==> src/rtl/core/bar_pkg.sv <==
package bar_pkg;

	localparam int NUM_REGS = 8;
	localparam int ADDR_W   = (NUM_REGS > 1) ? $clog2(NUM_REGS) : 1;
	localparam int IDX_W    = 3;
	localparam int DATA_W   = 8;

	typedef logic [IDX_W-1:0]  idx_t;
	typedef logic [DATA_W-1:0] data_t;
	typedef logic [ADDR_W-1:0] addr_t;

	typedef enum logic [3:0] {
		OP_ADDI = 4'd0,
		OP_ADDR = 4'd1,
		OP_ANDI = 4'd2,
		OP_ANDR = 4'd3,
		OP_ORI  = 4'd4,
		OP_ORR  = 4'd5,
		OP_XORI = 4'd6,
		OP_XORR = 4'd7,
		OP_NOT  = 4'd8,
		OP_SUBI = 4'd9,
		OP_SUBR = 4'd10,
		OP_SHLI = 4'd11,
		OP_SHLR = 4'd12,
		OP_SHRI = 4'd13,
		OP_SHRR = 4'd14
	} op_t;

	typedef struct packed {
		logic [3:0] req_type;
		data_t      imm_value;
		idx_t       src_index;
		idx_t       dst_index;
	} req_t;

	function automatic logic idx_in_range(input idx_t idx);
		return ({{(9-IDX_W){1'b0}}, idx} < 9'(NUM_REGS));
	endfunction

endpackage

==> src/rtl/core/bar_req_if.sv <==
interface bar_req_if;
	logic                  valid;
	logic                  ready;
	logic [3:0]            req_type;
	bar_pkg::data_t        imm_value;
	bar_pkg::idx_t         src_index;
	bar_pkg::idx_t         dst_index;

	modport source (output valid, output req_type, output imm_value,
		output src_index, output dst_index, input ready);
	modport sink (input valid, input req_type, input imm_value,
		input src_index, input dst_index, output ready);
endinterface

==> src/rtl/core/bar_res_if.sv <==
interface bar_res_if;
	logic                  valid;
	logic                  ready;
	bar_pkg::idx_t         written_index;
	bar_pkg::data_t        written_value;

	modport source (output valid, output written_index, output written_value,
		input ready);
	modport sink (input valid, input written_index, input written_value,
		output ready);
endinterface

==> src/rtl/core/byte_alu_with_register_file.sv <==
// channel | dir | payload                                    | handshake
// req     | in  | req_type, imm_value, src_index, dst_index  | valid/ready
// res     | out | written_index, written_value               | valid/ready
//
// One request per cycle unless the output stalls: the register file is read at accept,
// the result is computed and written back in execute, and leaves via an output register.
// A same-cycle write to a register being read is forwarded.
// Reset (arst_n low) clears all valid bits, so every register reads zero.
// A stalled output holds the execute stage, which holds the request side.
module byte_alu_with_register_file (
	input  logic      clk,
	input  logic      arst_n,
	bar_req_if.sink   req,
	bar_res_if.source res
);
	import bar_pkg::*;

	data_t         regs_q [NUM_REGS];
	logic [NUM_REGS-1:0] vld_q;

	logic          valid_s1;
	req_t          req_s1;
	data_t         rd_d_s1;
	data_t         rd_s_s1;
	logic          ok_d_s1;
	logic          ok_s_s1;
	logic          fwd_d_s1;
	logic          fwd_s_s1;
	data_t         fwd_v_s1;

	logic          out_valid_q;
	idx_t          out_idx_q;
	data_t         out_val_q;

	logic          fire;
	logic          accept;
	logic          op_ok;
	logic          wr_en;
	data_t         d_val;
	data_t         s_val;
	data_t         result;
	addr_t         wr_addr;
	addr_t         rd_d_addr;
	addr_t         rd_s_addr;

	assign fire      = valid_s1 && (!out_valid_q || res.ready);
	assign req.ready = !valid_s1 || fire;
	assign accept    = req.valid && req.ready;
	assign wr_en     = fire && op_ok && idx_in_range(req_s1.dst_index);
	assign wr_addr   = ADDR_W'(req_s1.dst_index);
	assign rd_d_addr = ADDR_W'(req.dst_index);
	assign rd_s_addr = ADDR_W'(req.src_index);

	assign d_val = fwd_d_s1 ? fwd_v_s1 : (ok_d_s1 ? rd_d_s1 : '0);
	assign s_val = fwd_s_s1 ? fwd_v_s1 : (ok_s_s1 ? rd_s_s1 : '0);

	always_comb begin
		data_t amt;
		amt    = s_val;
		op_ok  = 1'b1;
		result = '0;
		case (req_s1.req_type)
			OP_ADDI: result = d_val + req_s1.imm_value;
			OP_ADDR: result = d_val + s_val;
			OP_ANDI: result = d_val & req_s1.imm_value;
			OP_ANDR: result = d_val & s_val;
			OP_ORI:  result = d_val | req_s1.imm_value;
			OP_ORR:  result = d_val | s_val;
			OP_XORI: result = d_val ^ req_s1.imm_value;
			OP_XORR: result = d_val ^ s_val;
			OP_NOT:  result = ~d_val;
			OP_SUBI: result = d_val - req_s1.imm_value;
			OP_SUBR: result = d_val - s_val;
			OP_SHLI: begin
				amt    = req_s1.imm_value;
				result = (amt >= 8'd8) ? '0 : data_t'(d_val << amt[2:0]);
			end
			OP_SHLR: result = (amt >= 8'd8) ? '0 : data_t'(d_val << amt[2:0]);
			OP_SHRI: begin
				amt    = req_s1.imm_value;
				result = (amt >= 8'd8) ? '0 : data_t'(d_val >> amt[2:0]);
			end
			OP_SHRR: result = (amt >= 8'd8) ? '0 : data_t'(d_val >> amt[2:0]);
			default: op_ok = 1'b0;
		endcase
	end

	always_ff @(posedge clk) begin
		if (wr_en) begin
			regs_q[wr_addr] <= result;
		end
		if (accept) begin
			rd_d_s1             <= regs_q[rd_d_addr];
			rd_s_s1             <= regs_q[rd_s_addr];
			req_s1.req_type     <= req.req_type;
			req_s1.imm_value    <= req.imm_value;
			req_s1.src_index    <= req.src_index;
			req_s1.dst_index    <= req.dst_index;
			ok_d_s1  <= idx_in_range(req.dst_index) && vld_q[rd_d_addr];
			ok_s_s1  <= idx_in_range(req.src_index) && vld_q[rd_s_addr];
			fwd_d_s1 <= wr_en && (req_s1.dst_index == req.dst_index);
			fwd_s_s1 <= wr_en && (req_s1.dst_index == req.src_index);
			fwd_v_s1 <= result;
		end
		if (fire && op_ok) begin
			out_idx_q <= req_s1.dst_index;
			out_val_q <= result;
		end
	end

	always_ff @(posedge clk or negedge arst_n) begin
		if (!arst_n) begin
			vld_q       <= '0;
			valid_s1    <= 1'b0;
			out_valid_q <= 1'b0;
		end else begin
			if (wr_en) begin
				vld_q[wr_addr] <= 1'b1;
			end
			if (accept) begin
				valid_s1 <= 1'b1;
			end else if (fire) begin
				valid_s1 <= 1'b0;
			end
			if (fire && op_ok) begin
				out_valid_q <= 1'b1;
			end else if (res.ready) begin
				out_valid_q <= 1'b0;
			end
		end
	end

	assign res.valid         = out_valid_q;
	assign res.written_index = out_idx_q;
	assign res.written_value = out_val_q;

endmodule
==> src/flat_wrapper.sv <==
// flat-port wrapper written by rule: the top's interface ports become plain ports
module byte_alu_with_register_file_flat import bar_pkg::*;
  (clk, arst_n, req_valid, req_req_type, req_imm_value, req_src_index, req_dst_index, req_ready, res_valid, res_written_index, res_written_value, res_ready);
  bar_req_if req_i ();
  bar_res_if res_i ();
  input  logic clk;
  input  logic arst_n;
  input wire logic [$bits(req_i.valid)-1:0] req_valid;
  input wire logic [$bits(req_i.req_type)-1:0] req_req_type;
  input wire logic [$bits(req_i.imm_value)-1:0] req_imm_value;
  input wire logic [$bits(req_i.src_index)-1:0] req_src_index;
  input wire logic [$bits(req_i.dst_index)-1:0] req_dst_index;
  output wire logic [$bits(req_i.ready)-1:0] req_ready;
  output wire logic [$bits(res_i.valid)-1:0] res_valid;
  output wire logic [$bits(res_i.written_index)-1:0] res_written_index;
  output wire logic [$bits(res_i.written_value)-1:0] res_written_value;
  input wire logic [$bits(res_i.ready)-1:0] res_ready;
  assign req_i.valid = req_valid;
  assign req_i.req_type = req_req_type;
  assign req_i.imm_value = req_imm_value;
  assign req_i.src_index = req_src_index;
  assign req_i.dst_index = req_dst_index;
  assign req_ready = req_i.ready;
  assign res_valid = res_i.valid;
  assign res_written_index = res_i.written_index;
  assign res_written_value = res_i.written_value;
  assign res_i.ready = res_ready;
  byte_alu_with_register_file u_core (.clk(clk), .arst_n(arst_n), .req(req_i), .res(res_i));
endmodule
==> config.mk <==
export PLATFORM = sky130hd
export DESIGN_NAME = byte_alu_with_register_file_flat
export DESIGN_NICKNAME = d
export VERILOG_FILES = /design/src/rtl/core/bar_pkg.sv /design/src/rtl/core/bar_req_if.sv /design/src/rtl/core/bar_res_if.sv /design/src/rtl/core/byte_alu_with_register_file.sv /design/src/flat_wrapper.sv
export SDC_FILE = /design/constraint.sdc
export NUM_CORES = 1
export LEC_CHECK = 0
export BUFFER_PORTS_ARGS = -buffer_cell sky130_fd_sc_hd__buf_4
export CORE_MARGIN = 8
export CORE_UTILIZATION = 36
export CTS_CLUSTER_DIAMETER = 120
export DETAILED_ROUTE_END_ITERATION = 16
export GPL_ROUTABILITY_DRIVEN = 0
export PLACE_DENSITY_LB_ADDON = 0.25
export SLEW_MARGIN = 5
export SYNTH_ARGS = -nofsm -noshare
export SYNTH_HDL_FRONTEND = slang
export SYNTH_SLANG_ARGS = --single-unit
==> constraint.sdc <==
create_clock -name clk -period 4.25 [get_ports clk]
set_input_delay 0.6375 -clock clk [delete_from_list [all_inputs] [get_ports clk]]
set_output_delay 0.6375 -clock clk [all_outputs]
set_load 0.01 [all_outputs]
==> metrics <==
Max Buffers Root-to-Sink=2; CP startpoint=u_core.fwd_s_s1$_DFFE_PP_; area of the multi-input gates=3660 µm²; clock skew=8.45 ps; Final period util=93.4%; register area share after synthesis=49.1%; hold_ws=48.3 ps; final wirelength=21,900 µm; first-pass GRT wire length=34,100 µm; FF/Latch Area=3790 µm²; met1 usage=21.0%; Worst Path Max Fanout=15; min cycle time layout=3970 ps; vias in the first global route=5,782; later-pin clock latency in the skew report=410 ps; met3 usage=3.03%; Iter 0 DRT Violations=538; CP peak stage delay=470 ps; initial antenna violation count=0; area of the mapped netlist=7720 µm²; critical path cell sequence=nor2b_4 > a22o_4 > clkinv_8 > ha_1 > a22oi_1 > o21ai_0 > a21oi_1 > ha_1 > a21o_1 > a21oi_1 > o21ai_0 > o41ai_2 > xnor3_1 > a21o_1; r2r startpoint=u_core.fwd_s_s1$_DFFE_PP_; Die X-Extent=162 µm; TritonRoute pass-1 iters=5; # diodes=0; CTS tree=built; number of synthesized flops with an enable pin=118; final-report hold violation count=0; Slew Viols, Final=0; Filler cells=1,913; die outline height=162 µm; Overall Power=0.00396 W; Buffers & Inverters on Critical Path=1; Avg Inst Size Synth=12.3 µm²; Worst EP required=4360 ps; total CTS buffers=17; largest net degree at the start of global routing=44; unrepaired setup endpoints after global routing=no; synth unique cells=62; IO Pins=35; cell area after layout=9000 µm²; met2 usage=28.3%; Leak Pwr=3.14 nW; asr flop ratio synth=7.81%; Worst R2R Path Depth=14; syn_nets=659; VDD IR-drop max=0.322 mV; gr busiest metal=met2; Placed Area=8340 µm²; max-cap viol count=0; Post-synth top flop=edfxtp_1; Synth Register Bits=128; die area=26,400 µm²; Tot GR Track Use=16.9%; ANT nets after route=0; status=completed; largest cells by area after synthesis=edfxtp_1 (46%), mux4_2 (13%), mux2i_1 (3.8%); P&R area growth vs syn=16.6%; count of standard-cell rows=53; most numerous cell in the Yosys netlist=edfxtp_1; Setup TNS=0 ps; clk slew on worst S/H paths=60 ps; clk sink count=128; Reg-to-Reg End=u_core.regs_q[7][7]$_DFFE_PP_; leading area contributor after synthesis=edfxtp_1; share of cells above drive strength 1=26.5%; slowest CP cell=edfxtp_1; area of the core=21,000 µm²; # H-tree levels=4; root buffer cell=clkbuf_16; post-synthesis cell count=627; total gr overflow=0; DR vias/cell=5.96; crit path kind=flop to flop; DRC errors left=0; I/O Buffers=34; final setup fails=0; DP Wirelength=15,500 µm; crit start category=flop; Yosys warnings=0; # nets final=698; total vias in the final route=5,683; worst-margin pin slew=1060 ps; hold crit path type=input port to async pin; top post-synthesis cells by count=edfxtp_1 (118), nor2_1 (49), mux4_2 (45), nand2_1 (45); crit path DAT=4080 ps; CP endpoint kind=flop; top cell type's share of synthesized area=45.9%; Initial Util=36.7%; Rel. slew slack=29.2%; cell family with most CP delay=compound AO/OA/AOI/OAI gates; pwr dens=439 nW/µm²; worst reg2reg setup slack=280 ps; fmax=0.252 GHz; WL per Instance=23.0 µm
area by class of cell:
class                           instances  area share [%]
Sequential cell                       128            42.1
Clock inverter                         11            1.78
Tap cell                              275            3.82
Timing Repair Buffer                   66            5.50
Inverter                               17           0.848
Clock buffer                           21            5.23
Multi-Input combinational cell        436            40.7
how the worst max path moves through the flow:
stage                                     to  cells after the start
3_5_place_dp   u_core.regs_q[7][7]$_DFFE_PP_                     14
2_1_floorplan   u_core.fwd_v_s1[7]$_DFFE_PP_                     15
4_1_cts        u_core.regs_q[1][7]$_DFFE_PP_                     14
5_1_grt        u_core.regs_q[6][7]$_DFFE_PP_                     14
6_report       u_core.regs_q[7][7]$_DFFE_PP_                     14
3_3_place_gp   u_core.regs_q[2][7]$_DFFE_PP_                     14
flip-flops by register name, indices dropped and copies added, names as in the netlist, 3 cells and up:
name and cells:
u_core.rd_d_s1 8, u_core.rd_s_s1 8, u_core.vld_q 8, u_core.res.written_index 3
u_core.res.written_value 8, u_core.wr_addr 3, u_core.req_s1 12, u_core.fwd_v_s1 8
u_core.regs_q 64
cell families after synthesis:
kind of cell	share of synthesized area (%)
buffers and inverters	3.76
AO/OA/AOI/OAI	12.5
XOR/XNOR	2.45
AND/OR/NAND/NOR	10.8
flip-flops	49.1
adder cells (fa/ha/maj)	1.72
multiplexers	19.7
where the power goes:
| part | switching, W | internal [W] | leakage [nW] |
|---|---|---|---|
| Clock | 0.000521 | 0.00102 | 0.300 |
| Sequential | 0.0000565 | 0.00152 | 1.20 |
| Combinational | 0.000499 | 0.000335 | 1.63 |
| Total | 0.00108 | 0.00288 | 3.14 |
metrics by stage:
| stage | instances | utilization, % | worst slack [ps] |
|---|---|---|---|
| 2_1_floorplan | 627 | - | 316 |
| 3_3_place_gp | 919 | 39.7 | 257 |
| 3_5_place_dp | 919 | 39.7 | 186 |
| 4_1_cts | 951 | 42.7 | 174 |
| 5_1_grt | 954 | 42.8 | 57.1 |
| 6_report | 954 | 42.8 | 280 |
per-layer routing:
layer	vias to the layer above	share of wire, %
li1	2556	-
met1	2825	41
met5	-	0
met2	251	50
met4	0	2.9
met3	51	6.1
what timing repair did:
action,4_1_cts,5_1_grt
endpoints found under the setup margin,0,20
setup buffers,0,3
resized for setup,0,1
endpoints found under the hold margin,0,0
hold buffers,0,0
cell usage in the layout, fill, tap and decap left out, types with 10 or more instances in the layout:
master and n:
nor3_1 20, o211ai_1 10, xnor2_1 10, a21oi_1 29
mux2_2 19, buf_4 66, nand2_1 45, mux4_2 45
nor2_1 49, dfrtp_1 10, inv_1 10, mux2i_1 29
o21ai_0 29, nor4_1 11, a22oi_1 12, edfxtp_1 118
clkbuf_16 17
(Power assumes the default switching activity.)
